## config.mk

```make
export PLATFORM = sky130hd
export DESIGN_NAME = sacl_cfg
export DESIGN_NICKNAME = d
export VERILOG_FILES = /design/src/sacl_pkg.sv /design/src/sacl_cfg.sv
export SDC_FILE = /design/constraint.sdc
export NUM_CORES = 1
export LEC_CHECK = 0
export BUFFER_PORTS_ARGS = -buffer_cell sky130_fd_sc_hd__buf_2
export CAP_MARGIN = 20
export CORE_ASPECT_RATIO = 0.75
export CORE_MARGIN = 2
export CORE_UTILIZATION = 36
export CTS_CLUSTER_SIZE = 10
export DETAILED_ROUTE_END_ITERATION = 10
export GPL_TIMING_DRIVEN = 0
export MAX_ROUTING_LAYER = met4
export PLACE_DENSITY = 0.8
export SYNTH_ARGS = -nofsm -noshare
export SYNTH_HDL_FRONTEND = slang
export SYNTH_SLANG_ARGS = --single-unit
```

## constraint.sdc

```tcl
create_clock -name clk -period 1.03 [get_ports clk]
set_input_delay 0.103 -clock clk [delete_from_list [all_inputs] [get_ports clk]]
set_output_delay 0.103 -clock clk [all_outputs]
set_load 0.01 [all_outputs]
```

## src/sacl_pkg.sv

```systemverilog
// shared types and constants for the set-associative lru lookup block
package sacl_pkg;

  localparam int MAX_SETS     = 4096;
  localparam int MAX_WAYS     = 8;
  localparam int ADDR_W       = 32;
  localparam int SET_W        = $clog2(MAX_SETS);
  localparam int WAY_W        = $clog2(MAX_WAYS);
  localparam int WCNT_W       = $clog2(MAX_WAYS + 1);
  localparam int AGE_W        = WAY_W;
  localparam int CFG_W        = 4;
  localparam int SHIFT_W      = CFG_W + 1;
  localparam int APB_AW       = 4;
  localparam int APB_DW       = 32;
  localparam int MAX_SET_BITS = SET_W;

  localparam logic [CFG_W-1:0] OFFSET_BITS_RESET = CFG_W'(6);
  localparam logic [CFG_W-1:0] SET_BITS_RESET    = CFG_W'(12);
  localparam logic [CFG_W-1:0] WAYS_RESET        = CFG_W'(8);

  // register indexes on the configuration port
  typedef enum logic [1:0] {
    REG_OFFSET_BITS = 2'd0,
    REG_SET_BITS    = 2'd1,
    REG_WAYS        = 2'd2,
    REG_NONE        = 2'd3
  } reg_idx_t;

  typedef enum logic [1:0] {
    ST_CLEAR,
    ST_IDLE,
    ST_UPDATE
  } state_t;

  // effective configuration after clamping
  typedef struct packed {
    logic [CFG_W-1:0] offset_bits;
    logic [CFG_W-1:0] set_bits;
    logic [WCNT_W-1:0] ways;
  } cfg_t;

  typedef struct packed {
    logic clear;
    logic lookup;
    logic update;
  } cmd_t;

  typedef struct packed {
    logic clear_last;
  } stat_t;

  // one set of the tag store
  typedef struct packed {
    logic [MAX_WAYS-1:0]             valid;
    logic [MAX_WAYS-1:0][AGE_W-1:0]  age;
    logic [MAX_WAYS-1:0][ADDR_W-1:0] tag;
  } row_t;

endpackage

```

## src/sacl_cfg.sv

```systemverilog
// apb register file for block size, set count and associativity
module sacl_cfg import sacl_pkg::*; (
  input  logic              clk,
  input  logic              rst,
  input  logic              psel,
  input  logic              penable,
  input  logic              pwrite,
  input  logic [APB_AW-1:0] paddr,
  input  logic [APB_DW-1:0] pwdata,
  output logic [APB_DW-1:0] prdata,
  output logic              pready,
  output cfg_t              cfg
);

  logic [CFG_W-1:0] offset_bits;
  logic [CFG_W-1:0] set_bits;
  logic [CFG_W-1:0] ways_in_use;
  reg_idx_t         idx;
  logic             wr;

  assign idx    = reg_idx_t'(paddr[3:2]);
  assign wr     = psel && penable && pwrite;
  assign pready = 1'b1;

  always_ff @(posedge clk) begin
    if (rst) begin
      offset_bits <= OFFSET_BITS_RESET;
      set_bits    <= SET_BITS_RESET;
      ways_in_use <= WAYS_RESET;
    end else if (wr) begin
      unique case (idx)
        REG_OFFSET_BITS: offset_bits <= pwdata[CFG_W-1:0];
        REG_SET_BITS:    set_bits    <= pwdata[CFG_W-1:0];
        REG_WAYS:        ways_in_use <= pwdata[CFG_W-1:0];
        default: ;
      endcase
    end
  end

  always_comb begin
    unique case (idx)
      REG_OFFSET_BITS: prdata = APB_DW'(offset_bits);
      REG_SET_BITS:    prdata = APB_DW'(set_bits);
      REG_WAYS:        prdata = APB_DW'(ways_in_use);
      default:         prdata = '0;
    endcase
  end

  // clamp set bits to the store size and ways to 1..max
  always_comb begin
    cfg.offset_bits = offset_bits;
    if (set_bits > CFG_W'(MAX_SET_BITS)) cfg.set_bits = CFG_W'(MAX_SET_BITS);
    else                                 cfg.set_bits = set_bits;
    if (ways_in_use == '0)                     cfg.ways = WCNT_W'(1);
    else if (ways_in_use > CFG_W'(MAX_WAYS))   cfg.ways = WCNT_W'(MAX_WAYS);
    else                                       cfg.ways = WCNT_W'(ways_in_use);
  end

endmodule

```

==> impl_metrics.yaml, run 1 <==
sta:
  fin_setup_tns_ns: -0.3054
  period_share_pct: 105.1
  clock_skew_ns: 0
  fin_crit_ns: 1.082
  hold_viol_final: 0
  setup_viol: 8
  drv_slew: 0
  rsz0062_at_grt: "true"
  clock.fmax_mhz: 923.9
  timing.final.ws_setup_ns: -0.05233
yosys:
  syn-cell-area_um2: 897.1
  synth-seq-cells: 12
  yosysWarnings: 0
  synth.yosys.seq_area_share_pct: 26.78
  synth_top_family_by_area: "buffers and inverters"
  yosys.area_share.adder_pct: 0
  netlist-cell-type-count: 16
  synthMuxAreaShare_pct: 17.85
  synth-compound-area-share_pct: 3.905
  synth_xor_area_share_pct: 0
  yosys.area_share.simple_pct: 23.29
  synth_cells: 104
  synth_area_per_cell_um2: 8.626
critical_path:
  crit_buf_inv: 1
  crit_fanout: 3
  cp.depth: 3
  cp_top_family: "flip-flops"
  cp.required_ns: 0.93
  startpoint_type: "register"
  critPathCaptureType: "output pin"
  max_stage_delay_ns: 0.36
  critPathSlowestCell: "dfxtp_4"
  worstPathArrival_ns: 0.98
  reg2reg_depth: 2
  crit_type: "register to output pin"
  path_cells: "mux2i_2 > o21ai_1 > buf_2"
route:
  wl_met1_um: 698
  vias: 739
  route.met3.wl_um: 163
  viasPerCell: 3.809
  wl_per_cell_um: 9.289
  finalWirelength_um: 1802
  wl_met2_um: 940
  drtIter0Drc: 6
  ant_nets: 0
  highest-signal-layer: "met3"
  drc: 0
  drt_pre_antenna_iters: 4
power:
  irDropWorstVdd_uv: 822.1
  p_leak_nw: 0.6059
  p_per_area_nw_per_um2: 892.5
placed_design:
  dpl_cell_area_um2: 1161
  io_buffers: 24
  gp_congestion: 0.8396
  dpl.cell_count: 189
  dp_hpwl_um: 1537
  dp_slack_ns: -0.02975
finish:
  n_antenna_cell: 0
  fillers: 239
  drive_above_1_share_pct: 48.75
  multi_input_area_um2: 524.3
  fin_area_um2: 1236
  nNetsFinal: 202
  syn_to_final_growth_pct: 37.80
  seq_area_um2: 256.5
  final_util_pct: 53.12
  fin_cells: 194
cts:
  clk_path_buf_depth: 2
  cts-buffers-inserted: 3
  worst_skew_pair.late_latency_ns: 0.27
  cts_tree: "done"
  clk_pin_slew_ns: 0.07
  root_buffer: "clkbuf_4"
  clock_sinks: 12
  htreeDepth: 1
die:
  die_h_um: 47.23
  die_area_um2: 2911
  core-area_um2: 2327
  die_w_um: 61.64
  initial_utilization_pct: 38.55
  rows: 15
  pin_count: 86
status:
  outcome: "finished, violations left"
  violations: "setup timing"
global_routing:
  grt_pass1_vias: 591
  grt_usage_pct: 12.66
  grt_pass1_wl_um: 2587
  grt_max_degree: 11
  gr-total-overflow: 0
  antenna_found_initial: 0
flow_run:
  max_cap_violations: 0
min_path:
  min_path_type: "input port to register"
  hold_depth: 3
## path summary, 6_finish.rpt
path               endpoint      startpoint  slack [ns]
max reg2reg     set_bits[3]     set_bits[3]        0.39
min reg2reg     set_bits[0]     set_bits[0]        0.49
max               prdata[3]  ways_in_use[3]       -0.05
min          offset_bits[3]       pwdata[3]        0.10
## registers in the layout, summed over array words and instances (netlist names)
signal       cells
set_bits         4
ways_in_use      4
offset_bits      4
## routing by layer
layer	global-route usage (%)	up-vias
li1	-	392
met2	23.16	29
met3	4.408	0
met4	0	0
met5	-	-
met1	14.26	318
## cells in the final DEF (no fill, tap or decap), types with 2 or more instances in the layout
cell type / count
conb_1: 29
o21ai_1: 4
nand2b_1: 11
nor2_1: 11
dfxtp_2: 10
buf_4: 30
mux2i_1: 15
a21boi_2: 2
buf_2: 25
clkbuf_1: 4
nand2_1: 4
clkbuf_4: 3
nor2b_1: 3
## cells by family (layout without fill, tap and decap cells)
group,count (synthesis),after routing
multiplexers,16,16
buffers and inverters,35,64
AND/OR/NAND/NOR,33,33
flip-flops,12,12
AO/OA/AOI/OAI,6,6
other,2,29
## tightest hold or removal path, stage by stage
cell and delay [ns]:
buf_2 0.11, nand2b_1 0.06, mux2i_1 0.06
## per-stage QoR
| step | power (mW) | hold WS (ns) |
|---|---|---|
| after floorplan | 0.6871 | 0.2583 |
| after global placement | 0.7345 | 0.3808 |
| after detailed placement | 0.7399 | 0.3887 |
| after CTS | 1.109 | 0.1062 |
| after global routing | 1.169 | 0.09451 |
| final | 1.103 | 0.1020 |
## power breakdown
| group | internal, mW | leakage, nW | switching [mW] |
|---|---|---|---|
| Clock | 0.215 | 0.0210 | 0.153 |
| Combinational | 0.131 | 0.486 | 0.131 |
| Sequential | 0.468 | 0.0990 | 0.00589 |
| Total | 0.813 | 0.606 | 0.290 |
## cell usage after synthesis
cell / number / area (µm²)
nand2b_1: 11 / 68.82
dfxtp_1: 12 / 240.2
nor3b_4: 1 / 18.77
nand3_4: 1 / 17.52
clkbuf_1: 4 / 15.01
nor3b_2: 1 / 12.51
nand2_1: 4 / 15.01
buf_2: 1 / 5.000
nor2b_1: 3 / 18.77
a21boi_0: 2 / 15.01
nor2_1: 11 / 41.29
o21ai_0: 4 / 20.02
buf_4: 30 / 225.2
nor3_4: 1 / 16.27
mux2i_1: 16 / 160.2
conb_1: 2 / 7.510
## repair_timing
item	CTS	global route
gates resized for setup	14	8
pin swaps	2	0
endpoints found under the setup margin	9	11
buffers inserted	1	0
hold buffers	0	0
## area by class of cell
class                           instances  share of cell area (%)
Multi-Input combinational cell         84                   42.41
Sequential cell                        12                   20.75
Buffer                                 35                   19.84
Timing Repair Buffer                   25                   10.63
Tap cell                               34                   3.441
Clock buffer                            4                   2.935
No activity file was read; power rests on OpenSTA's default activity.
==> run 2: changes to the inputs <==
ABC_AREA = 1   (was unset)
CORE_UTILIZATION = 35   (was 36)
PLACE_DENSITY = 0.78   (was 0.8)
==> run 2 against run 1 <==
The run still ends with setup timing left. Worst setup slack improved by 0.014 ns. Largest power group unchanged. Count of clock-buffer cells in the layout unchanged. Clock power is 4% higher. Routed wire length rose by 8.8%.
==> impl_metrics.yaml, run 2 <==
critical_path:
  max_stage_delay_ns: 0.33
  crit_fanout: 2
  crit_buf_inv: 2
  crit_type: "register to output pin"
  cp.required_ns: 0.93
  startpoint_type: "register"
  critPathCaptureType: "output pin"
  critPathSlowestCell: "dfxtp_2"
  cp_top_family: "flip-flops"
  path_cells: "inv_2 > o211ai_1 > buf_2"
  worstPathArrival_ns: 0.97
route:
  ant_nets: 0
  drt_pre_antenna_iters: 4
  drtIter0Drc: 19
  viasPerCell: 3.824
  wl_per_cell_um: 8.634
  finalWirelength_um: 1960
  drc: 0
  vias: 868
finish:
  fin_cells: 227
  syn_to_final_growth_pct: 43.27
  final_common_cell: "buf_4"
  fillers: 249
  multi_input_area_um2: 484.2
  nNetsFinal: 235
  seq_area_um2: 262.8
  top_regs: "offset_bits x4, set_bits x4, ways_in_use x4"
  n_antenna_cell: 0
  drive_above_1_share_pct: 46.63
  fin_area_um2: 1251
  layout_common_cells: "31 x buf_4, 29 x conb_1, 28 x nand2_1, 25 x buf_2, 18 x nor2_1"
  final_util_pct: 53.76
power:
  clkPwrFrac_pct: 33.2
  seqPwrFrac_pct: 41.5
  combinationalPowerShare_pct: 25.3
  switchingPower_uw: 336.0
  p_leak_nw: 0.6790
  p_per_area_nw_per_um2: 922.3
  irDropWorstVdd_uv: 488.4
  internal_power_uw: 818.0
  switching_share_pct: 29.12
  power.total_mw: 1.154
yosys:
  synth-seq-cells: 12
  synthArstFlopShare_pct: 0
  synth.yosys.seq_area_share_pct: 27.51
  syn-cell-area_um2: 873.3
  yosysWarnings: 0
  ys_top_cells_by_count: "30 x nand2_1, 29 x buf_4, 19 x nor2_1, 13 x nand3_1, 12 x dfxtp_1"
  netlist.area_leader.share_pct: 27.51
  synth_area_leaders: "dfxtp_1 28%, buf_4 25%, nand2_1 13%"
  yosysTopAreaCell: "dfxtp_1"
  synth_cells: 134
  netlist-cell-type-count: 16
  synth_area_per_cell_um2: 6.517
  synth_flop_cell: "dfxtp_1"
  synth-edff-count: 0
  post-synth-top-count-cell: "nand2_1"
global_routing:
  grt_pass1_vias: 700
  grt_max_degree: 11
  grt_usage_pct: 14.18
  gr-total-overflow: 0
  antenna_found_initial: 0
  grt_pass1_wl_um: 2891
die:
  pin_count: 86
  die_area_um2: 2915
  rows: 15
  die_h_um: 47.26
  core-area_um2: 2327
  die_w_um: 61.68
  initial_utilization_pct: 37.53
min_path:
  min_path_type: "input port to register"
sta:
  clock_skew_ns: 0
  hold_viol_final: 0
  clock.fmax_mhz: 935.7
  fin_crit_ns: 1.069
  period_share_pct: 103.8
  timing.final.ws_setup_ns: -0.03867
  drv_slew: 0
  setup_viol: 4
  rsz0062_at_grt: "true"
flow_run:
  max_cap_violations: 0
cts:
  root_buffer: "clkbuf_4"
  cts_tree: "done"
  htreeDepth: 1
  clock_sinks: 12
  holdBufCountCts: 0
  cts-buffers-inserted: 3
  clk_pin_slew_ns: 0.08
  worst_skew_pair.late_latency_ns: 0.28
  clk_path_buf_depth: 2
placed_design:
  dpl.cell_count: 221
  io_buffers: 26
  dp_slack_ns: -0.01323
  gp_congestion: 0.8656
  dp_hpwl_um: 1590
  dpl_cell_area_um2: 1147
status:
  violations: "setup timing"
  outcome: "finished, violations left"
==> run 2: changes by cell type after synthesis, moves of 3 or more <==
cell,previous run,this run
inv_1,0,11
mux2i_1,16,0
nand2_1,4,30
nand2b_1,11,0
nand3_1,0,13
nor2_1,11,19
nor2_2,0,3
nor2b_1,3,0
o211ai_1,0,3
o21ai_0,4,1
==> run 2: path summary, 6_finish.rpt <==
check / from / endpoint / slack, ns / depth (start not counted)
worst max-delay path: set_bits[0] / prdata[0] / -0.04 / 3
worst min-delay path: pwdata[1] / offset_bits[1] / 0.05 / 3
worst max register to register: offset_bits[3] / offset_bits[3] / 0.35 / 3
worst min register to register: offset_bits[1] / offset_bits[1] / 0.47 / 2
==> run 2: through the flow <==
stage	hold WS, ns	setup TNS, ns
floorplan	0.2291	0
global placement	0.3381	-0.0004757
detailed placement	0.3403	-0.02714
CTS	0.04735	-0.1495
global route	0.04453	-0.4122
finish	0.04920	-0.1056
==> run 2: routing by layer <==
layer	vias up	wire (µm)	track usage [%]
met1	364	899	17.94
met2	33	867	22.11
met3	2	188	5.785
met4	0	5	1.277
li1	469	-	-
met5	-	0	-
==> run 2: tightest hold or removal path: stages <==
cell	delay, ns
buf_2	0.09
nand2_1	0.04
nand3_1	0.07
==> run 2: what timing repair did <==
action                                 4_1_cts  5_1_grt
setup buffers                                1        1
gates cloned                                 0        0
endpoints found under the hold margin        0        0
pin swaps                                    4        2
setup endpoints to repair                    8        8
gates resized for setup                     20        7
==> run 2: area by class of cell <==
type | count | share of cell area (%)
Clock buffer | 4 | 2.900
Inverter | 11 | 3.300
Buffer | 33 | 18.60
Multi-Input combinational cell | 105 | 38.70
Sequential cell | 12 | 21.00
Timing Repair Buffer | 28 | 12.10
Tap cell | 34 | 3.400
==> run 2: cell families (layout without fill, tap and decap cells) <==
logic type / after synthesis / count (layout) / synth area share [%]
other cells: 2 / 29 / 0.8599
compound gates: 7 / 7 / 5.157
buf+inv: 44 / 76 / 31.38
flops: 12 / 12 / 27.51
simple gates: 69 / 69 / 35.10
==> run 2: power by group through the flow <==
stage | clock, mW | sequential, mW | combinational, mW
final | 0.383 | 0.479 | 0.292
after global routing | 0.417 | 0.480 | 0.325
after CTS | 0.395 | 0.480 | 0.278
after detailed placement | 0 | 0.493 | 0.274
after global placement | 0 | 0.493 | 0.273
after floorplan | 0 | 0.493 | 0.212
==> run 3: changes to the inputs <==
CORE_MARGIN = unset   (was 2)
==> run 3 against run 2 <==
Worst setup slack got worse by 0.016 ns. Register-to-register slack about the same. Sequential share of layout area decreased by 0.079 points. Final area about the same. Clock power about the same. Final cell count unchanged. The run still ends with setup timing left. Global-route usage increased by 0.42 points. Non-clock buffer count unchanged.
==> impl_metrics.yaml, run 3 (synthesized netlist as in run 2, its figures left out) <==
route:
  route.met3.wl_um: 184
  highest-signal-layer: "met4"
  wl_met2_um: 859
  wl_met1_um: 890
  drtIter0Drc: 28
  wl_per_cell_um: 8.546
  viasPerCell: 3.859
  drt_pre_antenna_iters: 4
  vias: 876
  ant_nets: 0
  finalWirelength_um: 1940
  drc: 0
finish:
  fin_cells: 227
  top_regs: "offset_bits x4, set_bits x4, ways_in_use x4"
  final_common_cell: "buf_4"
  drive_above_1_share_pct: 46.11
  fillers: 266
  seq_area_um2: 261.5
  layout_common_cells: "31 x buf_4, 29 x conb_1, 28 x nand2_1, 25 x buf_2, 18 x nor2_1"
  n_antenna_cell: 0
  syn_to_final_growth_pct: 43.12
  final_util_pct: 53.71
  nNetsFinal: 235
  multi_input_area_um2: 484.2
  fin_area_um2: 1250
placed_design:
  io_buffers: 26
  dp_hpwl_um: 1535
  dpl_cell_area_um2: 1147
  dp_slack_ns: -0.03709
  gp_congestion: 0.9029
  dpl.cell_count: 221
power:
  p_leak_nw: 0.6780
  p_per_area_nw_per_um2: 923.9
  irDropWorstVdd_uv: 552.1
  power.total_mw: 1.155
die:
  core-area_um2: 2327
  pin_count: 86
  die_area_um2: 2701
  initial_utilization_pct: 37.53
  rows: 15
  die_w_um: 59.68
  die_h_um: 45.26
status:
  violations: "setup timing"
  outcome: "finished, violations left"
global_routing:
  grt_max_degree: 11
  grt_pass1_vias: 626
  gr-total-overflow: 0
  grt_usage_pct: 14.60
  grt_pass1_wl_um: 2739
  antenna_found_initial: 0
min_path:
  hold_depth: 3
  worstHoldEndpoint: "offset_bits[1]"
  hp-start: "pwdata[1]"
  min_path_type: "input port to register"
cts:
  clk_path_buf_depth: 2
  cts_tree: "done"
  clock_sinks: 12
  clk_pin_slew_ns: 0.08
  holdBufCountCts: 0
  cts-buffers-inserted: 3
  htreeDepth: 1
  root_buffer: "clkbuf_4"
  worst_skew_pair.late_latency_ns: 0.28
critical_path:
  crit_fanout: 3
  reg2reg_depth: 3
  startpoint_type: "register"
  r2r-end: "offset_bits[2]"
  critPathCaptureType: "output pin"
  crit_type: "register to output pin"
  cp.required_ns: 0.93
  r2r_slack_ns: 0.35
  worstPathArrival_ns: 0.98
  timing.rr.start: "offset_bits[2]"
sta:
  drv_slew: 0
  setup_viol: 5
  fin_crit_ns: 1.085
  clock_skew_ns: 0
  clock.fmax_mhz: 922.0
  hold_viol_final: 0
  rsz0062_at_grt: "true"
  fin_setup_tns_ns: -0.2137
  period_share_pct: 105.3
  timing.hold.ws_ns: 0.05804
  timing.final.ws_setup_ns: -0.05459
flow_run:
  max_cap_violations: 0
-- run 3: cell count changes in the layout (fill, tap and decap cells not counted) --
cell | previous run | this run
dfxtp_1 | 0 | 1
dfxtp_2 | 9 | 8
-- run 3: power breakdown --
group | switching (mW) | internal (mW)
clock | 0.168 | 0.215
combinational | 0.160 | 0.133
sequential | 0.00954 | 0.469
total | 0.337 | 0.818
-- run 3: worst max-delay path by stage --
stage | start | to | slack (ns) | cells after the start
6_report | ways_in_use[2] | cfg[0] | -0.05 | 4
2_1_floorplan | set_bits[1] | cfg[5] | 0.29 | 1
4_1_cts | set_bits[0] | prdata[0] | -0.06 | 3
5_1_grt | ways_in_use[1] | prdata[1] | -0.14 | 3
3_5_place_dp | paddr[2] | prdata[0] | -0.04 | 5
3_3_place_gp | paddr[2] | prdata[0] | -0.03 | 5
-- run 3: area by class of cell --
| type | instances | area share [%] |
|---|---|---|
| buffer | 33 | 18.62 |
| timing repair buffer | 28 | 12.11 |
| clock buffer | 4 | 2.903 |
| sequential | 12 | 20.92 |
| tap | 34 | 3.403 |
| inverter | 11 | 3.303 |
| multi-input combinational | 105 | 38.74 |
-- run 3: what timing repair did --
item | in CTS | in global routing
setup buffers | 1 | 1
hold endpoints to repair | 0 | 0
endpoints found under the setup margin | 8 | 8
pin swaps | 4 | 3
gates resized for setup | 18 | 8
-- run 3: routing by layer --
layer  global-route usage (%)  vias up
li1                         -      472
met3                    6.304        2
met4                    1.395        0
met2                    21.11       41
met1                    19.48      361
met5                        -        -
-- run 3: worst max-delay path, stage by stage (launching register included) --
cell and delay (ns):
dfxtp_2 0.34, inv_2 0.05, a21oi_2 0.13, nor2_1 0.05, buf_2 0.14
