**config.mk**
```make
export PLATFORM = sky130hd
export DESIGN_NAME = sacl_ctrl
export DESIGN_NICKNAME = d
export VERILOG_FILES = /design/src/sacl_pkg.sv /design/src/sacl_ctrl.sv
export SDC_FILE = /design/constraint.sdc
export NUM_CORES = 1
export LEC_CHECK = 0
export BUFFER_PORTS_ARGS = -buffer_cell sky130_fd_sc_hd__buf_2
export CAP_MARGIN = 30
export CORE_AREA = 2 2 39 41
export CTS_CLUSTER_SIZE = 30
export DETAILED_ROUTE_END_ITERATION = 8
export DIE_AREA = 0 0 41 43
export GPL_ROUTABILITY_DRIVEN = 0
export SYNTH_ARGS = -nofsm -noshare
export SYNTH_HDL_FRONTEND = slang
export SYNTH_SLANG_ARGS = --single-unit
```
**constraint.sdc**
```tcl
create_clock -name clk -period 2.55 [get_ports clk]
set_clock_uncertainty 0.1 [all_clocks]
set_input_delay 0.1275 -clock clk [delete_from_list [all_inputs] [get_ports clk]]
set_output_delay 0.1275 -clock clk [all_outputs]
set_load 0.01 [all_outputs]
```
**src/sacl_pkg.sv**
```systemverilog
// shared types and constants for the set-associative lru lookup block
package sacl_pkg;

  localparam int MAX_SETS     = 4096;
  localparam int MAX_WAYS     = 8;
  localparam int ADDR_W       = 32;
  localparam int SET_W        = $clog2(MAX_SETS);
  localparam int WAY_W        = $clog2(MAX_WAYS);
  localparam int WCNT_W       = $clog2(MAX_WAYS + 1);
  localparam int AGE_W        = WAY_W;
  localparam int CFG_W        = 4;
  localparam int SHIFT_W      = CFG_W + 1;
  localparam int APB_AW       = 4;
  localparam int APB_DW       = 32;
  localparam int MAX_SET_BITS = SET_W;

  localparam logic [CFG_W-1:0] OFFSET_BITS_RESET = CFG_W'(6);
  localparam logic [CFG_W-1:0] SET_BITS_RESET    = CFG_W'(12);
  localparam logic [CFG_W-1:0] WAYS_RESET        = CFG_W'(8);

  // register indexes on the configuration port
  typedef enum logic [1:0] {
    REG_OFFSET_BITS = 2'd0,
    REG_SET_BITS    = 2'd1,
    REG_WAYS        = 2'd2,
    REG_NONE        = 2'd3
  } reg_idx_t;

  typedef enum logic [1:0] {
    ST_CLEAR,
    ST_IDLE,
    ST_UPDATE
  } state_t;

  // effective configuration after clamping
  typedef struct packed {
    logic [CFG_W-1:0] offset_bits;
    logic [CFG_W-1:0] set_bits;
    logic [WCNT_W-1:0] ways;
  } cfg_t;

  typedef struct packed {
    logic clear;
    logic lookup;
    logic update;
  } cmd_t;

  typedef struct packed {
    logic clear_last;
  } stat_t;

  // one set of the tag store
  typedef struct packed {
    logic [MAX_WAYS-1:0]             valid;
    logic [MAX_WAYS-1:0][AGE_W-1:0]  age;
    logic [MAX_WAYS-1:0][ADDR_W-1:0] tag;
  } row_t;

endpackage

```
**src/sacl_ctrl.sv**
```systemverilog
// controller: clearing pass, idle and set update sequencing
module sacl_ctrl import sacl_pkg::*; (
  input  logic  clk,
  input  logic  rst,
  input  logic  start,
  input  stat_t stat,
  output cmd_t  cmd,
  output logic  busy
);

  state_t state;
  state_t state_next;

  always_ff @(posedge clk) begin
    if (rst) state <= ST_CLEAR;
    else     state <= state_next;
  end

  always_comb begin
    state_next = state;
    unique case (state)
      ST_CLEAR:  if (stat.clear_last) state_next = ST_IDLE;
      ST_IDLE:   if (start) state_next = ST_UPDATE;
      ST_UPDATE: state_next = ST_IDLE;
      default:   state_next = ST_CLEAR;
    endcase
  end

  always_comb begin
    cmd  = '0;
    busy = 1'b1;
    unique case (state)
      ST_CLEAR:  cmd.clear = 1'b1;
      ST_IDLE: begin
        busy       = 1'b0;
        cmd.lookup = start;
      end
      ST_UPDATE: cmd.update = 1'b1;
      default: ;
    endcase
  end

endmodule

```
==> results of run 1 <==
-- cells in the final DEF (no fill, tap or decap), drive strengths merged --
master and instances:
and3b 1, buf 7, clkbuf 3, dfxtp 2
nand2b 1, nor2 2, nor2b 2, o32ai 1
or2 1
-- metrics by stage --
| stage | power, mW | utilization | std cells |
|---|---|---|---|
| global placement | 0.0560 | 0.116 | 33 |
| floorplan | 0.0468 | - | 10 |
| finish | 0.124 | 0.132 | 36 |
| CTS | 0.131 | 0.132 | 36 |
| detailed placement | 0.0560 | 0.116 | 33 |
| global route | 0.139 | 0.132 | 36 |
-- cells in the mapped netlist --
library cell	number	area, um2
sky130_fd_sc_hd__nor2_1	2	7.51
sky130_fd_sc_hd__nand2b_1	1	6.26
sky130_fd_sc_hd__nor2b_4	1	13.8
sky130_fd_sc_hd__dfxtp_1	2	40.0
sky130_fd_sc_hd__o32ai_2	1	16.3
sky130_fd_sc_hd__nor2b_1	1	6.26
sky130_fd_sc_hd__or2_1	1	6.26
sky130_fd_sc_hd__and3b_1	1	8.76
-- area by class of cell --
class | count | area (um2)
fill | 159 | 1200
multi-input combinational | 8 | 65.1
sequential | 2 | 40.0
timing repair buffer | 7 | 35.0
clock buffer | 3 | 22.5
tap | 16 | 20.0
-- layer usage --
layer  global-route usage  part of all wire  vias to the layer above
li1                     -                 -                       55
met1               0.0319              0.40                       45
met2               0.0438              0.43                        6
met3               0.0471              0.14                        2
met4               0.0800             0.023                        0
met5                    0                 0                        -
-- report_power, final --
part	total (mW)	leakage [nW]	internal, mW	switching (mW)
logic	0.0191	0.0529	0.00998	0.00916
registers	0.0361	0.0165	0.0338	0.00229
clock network	0.0690	0.0138	0.0518	0.0171
-- worst paths after layout --
kind                                from       end  cells past startpoint  slack, ps
worst max register to register  state[1]  state[1]                      2       1650
worst max-delay path            state[1]    cmd[1]                      2       1400
worst min-delay path               start  state[0]                      2         30
worst min register to register  state[0]  state[0]                      2        460
-- cell families after synthesis --
family / after synthesis / share of synthesized area
AOI/OAI and AO/OA: 1 / 0.155
DFF: 2 / 0.381
and+or+nand+nor: 7 / 0.464
-- critical path, delay by kind of cell (launching register included) --
kind / cells / cell delay, ps
simple gates: 1 / 200
flops: 1 / 370
buf+inv: 1 / 140
==> results by stage, run 1 <==
Outcome:
- The run finished with clean final reports.

Worst setup path:
- The maximum fanout encountered on the critical timing path is 5.
- The critical path required time is 2320 ps.
- The maximum single-stage delay on the critical path is roughly 370 ps.
- The slowest stage of the critical path belongs to the cell sky130_fd_sc_hd__dfxtp_1.
- The worst setup path is launched from a flip-flop.
- The worst setup path is captured at an output port.
- At the worst endpoint, the arrival time is 920 ps.
- The signal on the critical path passes through and3b_1 > buf_2.
- The start-to-end type of the worst setup path is reg2out.

Power and ir drop:
- The largest vdd supply drop is roughly 0.11 mV.
- The analysis attributes to cell leakage a power of 0.0832 nW.
- The power density over cell area is a little under 700 nW/um2.

Routing:
- The initial detailed-routing violation count is 1.
- Using the TritonRoute via totals, the vias-per-cell ratio works out to 3.00.
- The number of antenna-violating nets in the routed design is 0.
- After detailed routing, the average wire length per cell comes to 7.22 um.
- The number of iterations in the first detailed-routing pass is 2.
- Summing over every cut layer, the via total after detailed routing is between 100 and 150.
- In the routed design, unresolved DRC markers number 0.
- The final layout contains routed wiring with a total length of 260 um.

STA:
- The worst max-slew margin expressed relative to the limit is 0.883.
- Setup repair after global routing left no endpoint under its margin.
- The hold violation count in the final report is 0.
- The worst path meets setup with 1400 ps of slack.
- In the final timing run, aggregate negative setup slack is 0 ps.
- Hold is met by 29.6 ps.
- The final-report max-slew violation count is 0.
- The count of endpoints failing setup in the final report is 0.
- The shortest clock period the worst path allows after layout is approximately 1100 ps.
- At the pin with the least slew margin, the transition time is between 150 and 200 ps.
- Dividing the final minimum period by the clock period gives 0.451.
- For this run, the top clock speed supported by timing is 870 MHz.

Floorplan:
- 8 I/O pins were placed.
- The floorplan row count is 14.
- The area of the core is 1380 um2.
- The die area is 1760 um2.
- For this configuration, the core starts out at a cell density of 0.0759.
- The horizontal die dimension is 41 um.
- From bottom edge to top edge, the die measures 43 um.

CTS:
- The post-CTS setup buffer count is 0.
- The root cell of the clock tree is sky130_fd_sc_hd__clkbuf_4.
- The tree built by TritonCTS fans out to 2 sinks.
- The TritonCTS buffer count is 3.
- The later pin in the worst-skew pair is clocked with a latency of approximately 220 ps.
- The total number of H-tree levels is 1.
- The post-CTS resize count is 0.
- The buffer levels on the longest clock path is 2.
- The clock-pin slew on the worst setup and hold paths is 30 ps.
- The number of hold buffers added after CTS is 0.
- The CTS tree is built.

Layout:
- The register with the most flip-flops in the layout has 2 of them.
- The area overhead of the layout relative to synthesis is 73.8%.
- The largest registers in the layout are state: 2 flops.
- The fraction of layout instances using a drive strength above 1 is 0.600.
- Ranked by flip-flop count, first place goes to state.
- For this run, the post-layout net count is 26.
- The finished cells cover between 150 and 200 um2.
- The diode insertion count for antenna repair is 0.

Place:
- The setup slack after placement is roughly 1600 ps.
- The count of input and output buffers is 7.
- Summing all placed instances gives a cell area of ~160 um2.

GRT:
- The number of antenna violations at the first check in global routing was 0.
- The global-route usage over all layers is 0.0451.
- The residual overflow from global routing is 0.
- The via count of the first global-routing pass was between 100 and 150.
- The wire length of the first global-routing pass is 407 um.
- The pin count of the biggest net entering global routing is 6.

Yosys:
- After synthesis, the netlist uses 8 different library cells.
- The net count after synthesis is 14.
- The share of the Yosys chip area taken by registers is 0.381.
- The number of synthesized register bits is 2.
- The average footprint of a synthesized cell is 10.5 um2.
- After synthesis the cells add up to 105 um2.
- Synthesis produced 10 cells.
- The Yosys step of the flow raised 0 warnings.

Min path:
- The min-delay analysis places its worst path in the category in2reg.

Run:
- The tool flagged a number of max-cap violations equal to 0.
No activity file was read; power rests on OpenSTA's default activity.
==> run 2, diff against run 1 <==
==> constraint.sdc (replaced) <==
create_clock -name clk -period 1.1 [get_ports clk]
set_clock_uncertainty 0.1 [all_clocks]
set_input_delay 0.055 -clock clk [delete_from_list [all_inputs] [get_ports clk]]
set_output_delay 0.055 -clock clk [all_outputs]
set_load 0.01 [all_outputs]
==> run 2 against run 1 <==
- combinational power grew to 2.8 times the previous value
- sequential power grew 140%
- critical path depth is the same
- via count grew 14%
- register-to-register slack lost 1400 ps
- flip-flop and latch count is the same
- worst hold slack gained 120 ps
- first-iteration DRC count grew to 4.0 times the previous value
- design area grew 18%
- global-route usage grew 0.50 points
- critical path type unchanged
- sequential share of layout area shrank 2.2 points
- clock-buffer cell count is the same
==> results by stage, run 2 (synthesis gave the netlist of run 1 again) <==
Outcome:
- Result of the run: complete, no violations (unchanged).

Worst setup path:
- The critical path required time is 940 ps (was 2320 ps).
- The start-to-end type of the worst setup path is reg2out (unchanged).
- The type of element capturing the critical path was an output port (unchanged).
- The depth of the worst register-to-register path is 2 (unchanged).
- The kind of start point of the critical path is a flip-flop (unchanged).
- The capture point of the worst reg-to-reg path was state[0] (was state[1]).
- The endpoint arrival time on the critical path is 890 ps (was 920 ps).
- The reg2reg setup slack was 220 ps (was 1650 ps).
- The maximum fanout encountered on the critical timing path is 5 (unchanged).
- The reg-to-reg startpoint is state[1] (unchanged).

Floorplan:
- The die area is 1760 um2 (unchanged).
- The floorplan row count is 14 (unchanged).
- The area of the core is 1380 um2 (unchanged).
- The horizontal die dimension was 41 um (unchanged).
- The I/O pin total is 8 (unchanged).
- The overall die height was 43 um (unchanged).
- The starting density of the core was 0.0759 (unchanged).

CTS:
- The root cell of the clock tree is sky130_fd_sc_hd__clkbuf_4 (unchanged).
- The post-CTS setup buffer count was 0 (unchanged).
- The TritonCTS sink count is 2 (unchanged).
- The buffer levels on the longest clock path is 2 (unchanged).
- The CTS tree was built (unchanged).
- The clock-pin slew on the worst setup and hold paths is 30 ps (about the same).
- The clock latency of the later-clocked register in the worst-skew pair was 220 ps (about the same).
- The TritonCTS buffer count came to 3 (unchanged).
- The total number of H-tree levels was 1 (unchanged).

Power and ir drop:
- The net switching power was 0.0685 mW (was 0.0286 mW).
- The reported leakage power is 0.0964 nW (was 0.0832 nW).
- The largest vdd supply drop came to 0.244 mV (was 0.107 mV).
- The part of the power in registers is 0.285 (was 0.290).
- The clock network fraction of design power is 0.536 (was 0.555).
- The total chip power is 0.298 mW (was 0.124 mW).
- The internal power consumption came to 0.230 mW (was 0.0956 mW).
- The part of the power in combinational logic is 0.180 (was 0.154).
- The switching part of the total came to 0.230 (about the same).
- The power density over cell area is 1390 nW/um2 (was 680 nW/um2).

STA:
- The worst max-slew margin expressed relative to the limit is 0.873 (was 0.883).
- The count of endpoints failing setup in the final report is 0 (unchanged).
- The slew of the pin with the lowest slew margin came to 190 ps (was 176 ps).
- The final-report max-slew violation count is 0 (unchanged).
- The fmax is 957 MHz.
- In the finished design, the share of the clock period the worst path needs comes to 0.950.
- The hold violation count in the final report was 0 (unchanged).
- RSZ-0062 raised after global routing: true (was false).
- Subtracting the final worst setup slack from the clock period gives 1040 ps.
- The final worst slack is 55.3 ps (was 1400 ps).

Layout:
- Commonest non-fill, non-tap cells in the layout: 7 x sky130_fd_sc_hd__buf_2, 3 x sky130_fd_sc_hd__clkbuf_4, 3 x sky130_fd_sc_hd__dlygate4sd3_1 (was 7 x sky130_fd_sc_hd__buf_2, 3 x sky130_fd_sc_hd__clkbuf_4, 2 x sky130_fd_sc_hd__nor2_1, 2 x sky130_fd_sc_hd__dfxtp_1).
- The area overhead of the layout relative to synthesis was 105% (was 73.8%).
- Largest registers ranked by flip-flop count: state: 2 flops (unchanged).
- The diode insertion count for antenna repair was 0 (unchanged).
- The number of nets in the final layout is 29 (was 26).
- The number of flip-flops under the largest register name came to 2 (unchanged).
- The top register by number of flip-flops was state (unchanged).
- The most common cell after layout, fill and taps aside is sky130_fd_sc_hd__buf_2 (unchanged).
- The fraction of layout instances using a drive strength above 1 was 0.609 (was 0.600).

Routing:
- The number of iterations in the first detailed-routing pass is 4 (was 2).
- The initial detailed-routing violation count is 4 (was 1).
- The remaining routing DRC violations is 0 (unchanged).
- The total wire length came to 324 um (was 260 um).
- The overall via count from detail_route is 123 (was 108).
- The number of antenna-violating nets in the routed design came to 0 (unchanged).
- The via-per-instance ratio came to 3.15 (was 3.00).
- The routed length per instance is 8.31 um (was 7.22 um).

Min path:
- The startpoint of the tightest hold check path is start (unchanged).
- The hold-critical path endpoint is state[1] (was state[0]).
- The worst min-delay path class is in2reg (unchanged).
- The instance count along the most critical hold path is 3 (was 2).

GRT:
- The number of antenna violations at the first check in global routing is 0 (unchanged).
- The wire length of the first global-routing pass is 476 um (was 407 um).
- The residual overflow from global routing is 0 (unchanged).
- The pin count of the biggest net entering global routing is 6 (unchanged).
- The via count of the first global-routing pass came to 141 (was 112).
- The global-route usage over all layers is 0.0501 (was 0.0451).

Run:
- The max-cap check violation count is 0 (unchanged).

Place:
- The setup slack after placement came to 205 ps (was 1630 ps).
- The count of input and output buffers is 7 (unchanged).
## run 2: cell count changes in the layout (fill, tap and decap cells not counted)
cell                            previous run  this run
sky130_fd_sc_hd__dfxtp_2                   0         2
sky130_fd_sc_hd__dfxtp_1                   2         0
sky130_fd_sc_hd__dlygate4sd3_1             0         3
## run 2: power groups by stage
stage | Clock, mW | Combinational [mW] | Sequential, mW
after floorplan | 0 | 0.0253 | 0.0831
after global placement | 0 | 0.0452 | 0.0845
after detailed placement | 0 | 0.0451 | 0.0849
after CTS | 0.173 | 0.0534 | 0.0839
after global routing | 0.186 | 0.0603 | 0.0859
final | 0.160 | 0.0536 | 0.0849
## run 2: cell type report
type,instances,area [um2]
Timing Repair Buffer,10,65.1
Multi-Input combinational cell,8,65.1
Tap cell,16,20.0
Sequential cell,2,42.5
Fill cell,164,1170
Clock buffer,3,22.5
## run 2: worst max-delay path, cell delays in order, from the launching register on
cell,delay [ps]
sky130_fd_sc_hd__dfxtp_2,320
sky130_fd_sc_hd__and3b_1,220
sky130_fd_sc_hd__buf_2,130
## run 2: worst max-delay path by stage
| stage | slack [ps] | to | from |
|---|---|---|---|
| after floorplan | 210 | state[1] | state[1] |
| after global placement | 210 | state[1] | state[1] |
| after detailed placement | 210 | state[1] | state[1] |
| after CTS | 7 | cmd[1] | state[1] |
| after global routing | -20 | cmd[1] | state[1] |
| final | 60 | cmd[1] | state[1] |
## run 2: layer usage
| layer | up-vias | part of all wire | global-route usage |
|---|---|---|---|
| met1 | 54 | 0.39 | 0.0319 |
| met3 | 2 | 0.099 | 0.0471 |
| met4 | 0 | 0.019 | 0.0800 |
| met5 | - | 0 | 0 |
| li1 | 61 | - | - |
| met2 | 6 | 0.49 | 0.0594 |
## run 2: repair_timing
| item | CTS | global route |
|---|---|---|
| gates resized for setup | 0 | 2 |
| hold endpoints to repair | 2 | 0 |
| setup endpoints to repair | 0 | 2 |
| hold buffers | 3 | 0 |
## run 2: per-stage QoR
stage               area [um2]  std cells  hold slack (ps)  setup TNS, ps   util
floorplan                  105         10             19.3              0      -
global placement           160         33              179              0  0.116
detailed placement         160         33              182              0  0.116
CTS                        213         39              147              0  0.154
global route               215         39              187          -23.4  0.156
finish                     215         39              154              0  0.156
==> run 3, diff against run 2 <==
--- a/config.mk
+++ b/config.mk
@@ -12,6 +12,7 @@
 export DETAILED_ROUTE_END_ITERATION = 8
 export DIE_AREA = 0 0 41 43
 export GPL_ROUTABILITY_DRIVEN = 0
+export PLACE_DENSITY = 0.3
 export SYNTH_ARGS = -nofsm -noshare
 export SYNTH_HDL_FRONTEND = slang
 export SYNTH_SLANG_ARGS = --single-unit
==> run 3 against run 2 <==
- worst hold slack hardly changed
- core utilization stayed put
- total power is 0.63% lower
- via count is 4.9% lower
- flip-flop and latch count stayed put
- register-to-register slack better by 20 ps
- wire length is 14% lower
==> results by stage, run 3 (synthesis gave the netlist of run 1 again) <==
Routing:
- The number of antenna-violating nets in the routed design came to 0 (unchanged).
- The overall via count from detail_route is 117 (was 123).
- The number of iterations in the first detailed-routing pass is 2 (was 4).
- The initial detailed-routing violation count came to 3 (was 4).
- The remaining routing DRC violations is 0 (unchanged).
- The total met2 wirelength after detailed routing is 78 um (was 158 um).
- The met1 layer wirelength in the final routing was 161 um (was 126 um).
- The total wire length was 278 um (was 324 um).
- The routed length per instance is 7.13 um (was 8.31 um).
- The via-per-instance ratio is 3.00 (was 3.15).
- The total met3 wirelength after detailed routing was 38 um (was 32 um).
- The uppermost metal layer occupied by signal nets was met3 (was met4).

Floorplan:
- The starting density of the core came to 0.0759 (unchanged).
- The die area came to 1760 um2 (unchanged).
- The I/O pin total is 8 (unchanged).
- The floorplan row count is 14 (unchanged).
- The overall die height came to 43 um (unchanged).
- The horizontal die dimension is 41 um (unchanged).
- The area of the core is 1380 um2 (unchanged).

Outcome:
- Result of the run: complete, no violations (unchanged).

CTS:
- The post-CTS setup buffer count is 0 (unchanged).
- The root cell of the clock tree is sky130_fd_sc_hd__clkbuf_4 (unchanged).
- The total number of H-tree levels is 1 (unchanged).
- The clock-pin slew on the worst setup and hold paths is 30 ps (about the same).
- The TritonCTS sink count is 2 (unchanged).
- The TritonCTS buffer count is 3 (unchanged).
- The CTS tree is built (unchanged).
- The buffer levels on the longest clock path is 2 (unchanged).
- The clock latency of the later-clocked register in the worst-skew pair was 220 ps (about the same).

Layout:
- The non-filler instance count after layout is 39 (unchanged).
- Commonest non-fill, non-tap cells in the layout: 7 x sky130_fd_sc_hd__buf_2, 3 x sky130_fd_sc_hd__clkbuf_4, 3 x sky130_fd_sc_hd__dlygate4sd3_1 (unchanged).
- The most common cell after layout, fill and taps aside was sky130_fd_sc_hd__buf_2 (unchanged).
- Largest registers ranked by flip-flop count: state: 2 flops (unchanged).
- The top register by number of flip-flops is state (unchanged).
- The number of flip-flops under the largest register name is 2 (unchanged).
- The area overhead of the layout relative to synthesis was 105% (unchanged).
- The utilization after layout came to 0.156 (unchanged).
- The final standard cell area without fillers is 215 um2 (unchanged).
- The fraction of layout instances using a drive strength above 1 came to 0.609 (unchanged).
- The diode insertion count for antenna repair is 0 (unchanged).
- The number of nets in the final layout is 29 (unchanged).

STA:
- RSZ-0062 raised after global routing: true (unchanged).
- The final-report max-slew violation count is 0 (unchanged).
- The count of endpoints failing setup in the final report is 0 (unchanged).
- The slew of the pin with the lowest slew margin is 174 ps (was 190 ps).
- The worst max-slew margin expressed relative to the limit is 0.884 (was 0.873).
- The final clock period utilization by the worst path came to 0.960 (was 0.950).
- The final worst slack was 44.1 ps (was 55.3 ps).
- The shortest clock period the worst path allows after layout is 1060 ps (was 1040 ps).
- The hold violation count in the final report is 0 (unchanged).
- The fmax was 947 MHz (was 957 MHz).

Worst setup path:
- The combined buffer and inverter count along the critical path is 1 (unchanged).
- The endpoint arrival time on the critical path was 900 ps (was 890 ps).
- The maximum fanout encountered on the critical timing path was 5 (unchanged).
- The depth of the worst register-to-register path is 2 (unchanged).
- The type of element capturing the critical path is an output port (unchanged).
- The cell with the largest stage delay on the worst path is sky130_fd_sc_hd__dfxtp_2 (unchanged).
- The reg-to-reg startpoint is state[1] (unchanged).
- Cell-by-cell listing of the critical path: and3b_1 > buf_2 (unchanged).
- The maximum single-stage delay on the critical path is 320 ps (about the same).
- The kind of start point of the critical path is a flip-flop (unchanged).
- The dominant delay contributor by cell family on the critical path is flip-flops (unchanged).
- The critical path required time was 940 ps (about the same).
- The start-to-end type of the worst setup path was reg2out (unchanged).
- The capture point of the worst reg-to-reg path is state[0] (unchanged).
- The reg2reg setup slack is 240 ps (was 220 ps).

Power and ir drop:
- The part of the power in combinational logic was 0.181 (was 0.180).
- The switching part of the total is 0.226 (was 0.230).
- The power density over cell area is 1380 nW/um2 (was 1390 nW/um2).
- The clock network fraction of design power is 0.532 (was 0.536).
- The largest vdd supply drop was 0.360 mV (was 0.244 mV).
- The internal power consumption was 0.230 mW (about the same).
- The part of the power in registers came to 0.287 (was 0.285).
- The net switching power came to 0.0669 mW (was 0.0685 mW).
- The reported leakage power is 0.0964 nW (unchanged).

Place:
- The number of cells after detailed placement is 33 (unchanged).
- The setup slack after placement came to 211 ps (was 205 ps).
- The count of input and output buffers was 7 (unchanged).
- The HPWL reported at the end of detailed placement is 204 um.
- The area after detailed placement is 160 um2 (unchanged).

Min path:
- The startpoint of the tightest hold check path is start (unchanged).
- The instance count along the most critical hold path came to 3 (unchanged).
- The worst min-delay path class is in2reg (unchanged).
- The hold-critical path endpoint was state[1] (unchanged).

GRT:
- The global-route usage over all layers is 0.0461 (was 0.0501).
- The residual overflow from global routing is 0 (unchanged).
- The number of antenna violations at the first check in global routing is 0 (unchanged).
- The via count of the first global-routing pass came to 121 (was 141).
- The pin count of the biggest net entering global routing is 6 (unchanged).
- The wire length of the first global-routing pass came to 469 um (was 476 um).

Run:
- The max-cap check violation count is 0 (unchanged).
==> run 3: worst reg2reg max path: cells and delay by family, from the launching register on <==
family	cells	cell delay, ps
AO/OA/AOI/OAI	1	190
flip-flops	1	320
AND/OR/NAND/NOR	1	160
==> run 3: stage by stage <==
| stage | power, mW | setup TNS [ps] | hold slack, ps |
|---|---|---|---|
| floorplan | 0.108 | 0 | 19.3 |
| global placement | 0.129 | 0 | 174 |
| detailed placement | 0.131 | 0 | 182 |
| CTS | 0.308 | 0 | 143 |
| global route | 0.318 | -14.0 | 177 |
| finish | 0.296 | 0 | 155 |
==> run 3: area by class of cell <==
class	count	area, um2
flip-flops and latches	2	42.5
fillers	150	1170
multi-input cells	8	65.1
clock buffers	3	22.5
repair buffers	10	65.1
well taps	16	20.0
==> run 3: worst max path at each step <==
stage,startpoint,to,slack [ps],cells after the start
floorplan,state[1],state[1],210,2
global placement,state[1],state[1],220,2
detailed placement,state[1],state[1],210,2
CTS,state[1],cmd[1],4,2
global route,state[1],cmd[1],-10,2
finish,state[1],cmd[1],40,2
==> run 3: power by group through the flow <==
stage | Clock (mW) | Sequential (mW) | Combinational, mW
after detailed placement | 0 | 0.0848 | 0.0458
after floorplan | 0 | 0.0831 | 0.0253
after CTS | 0.170 | 0.0839 | 0.0540
after global placement | 0 | 0.0841 | 0.0450
after global routing | 0.171 | 0.0868 | 0.0601
final | 0.158 | 0.0851 | 0.0535
==> run 3: timing repair <==
item                       CTS  global route
hold buffers                 3             0
hold endpoints to repair     2             0
gates resized for setup      0             2
setup endpoints to repair    0             2
==> run 3: layer usage <==
layer | GRT usage | vias to the layer above
met2 | 0.0375 | 8
met3 | 0.0471 | 0
li1 | - | 61
met5 | 0 | -
met4 | 0.0400 | 0
met1 | 0.0607 | 48
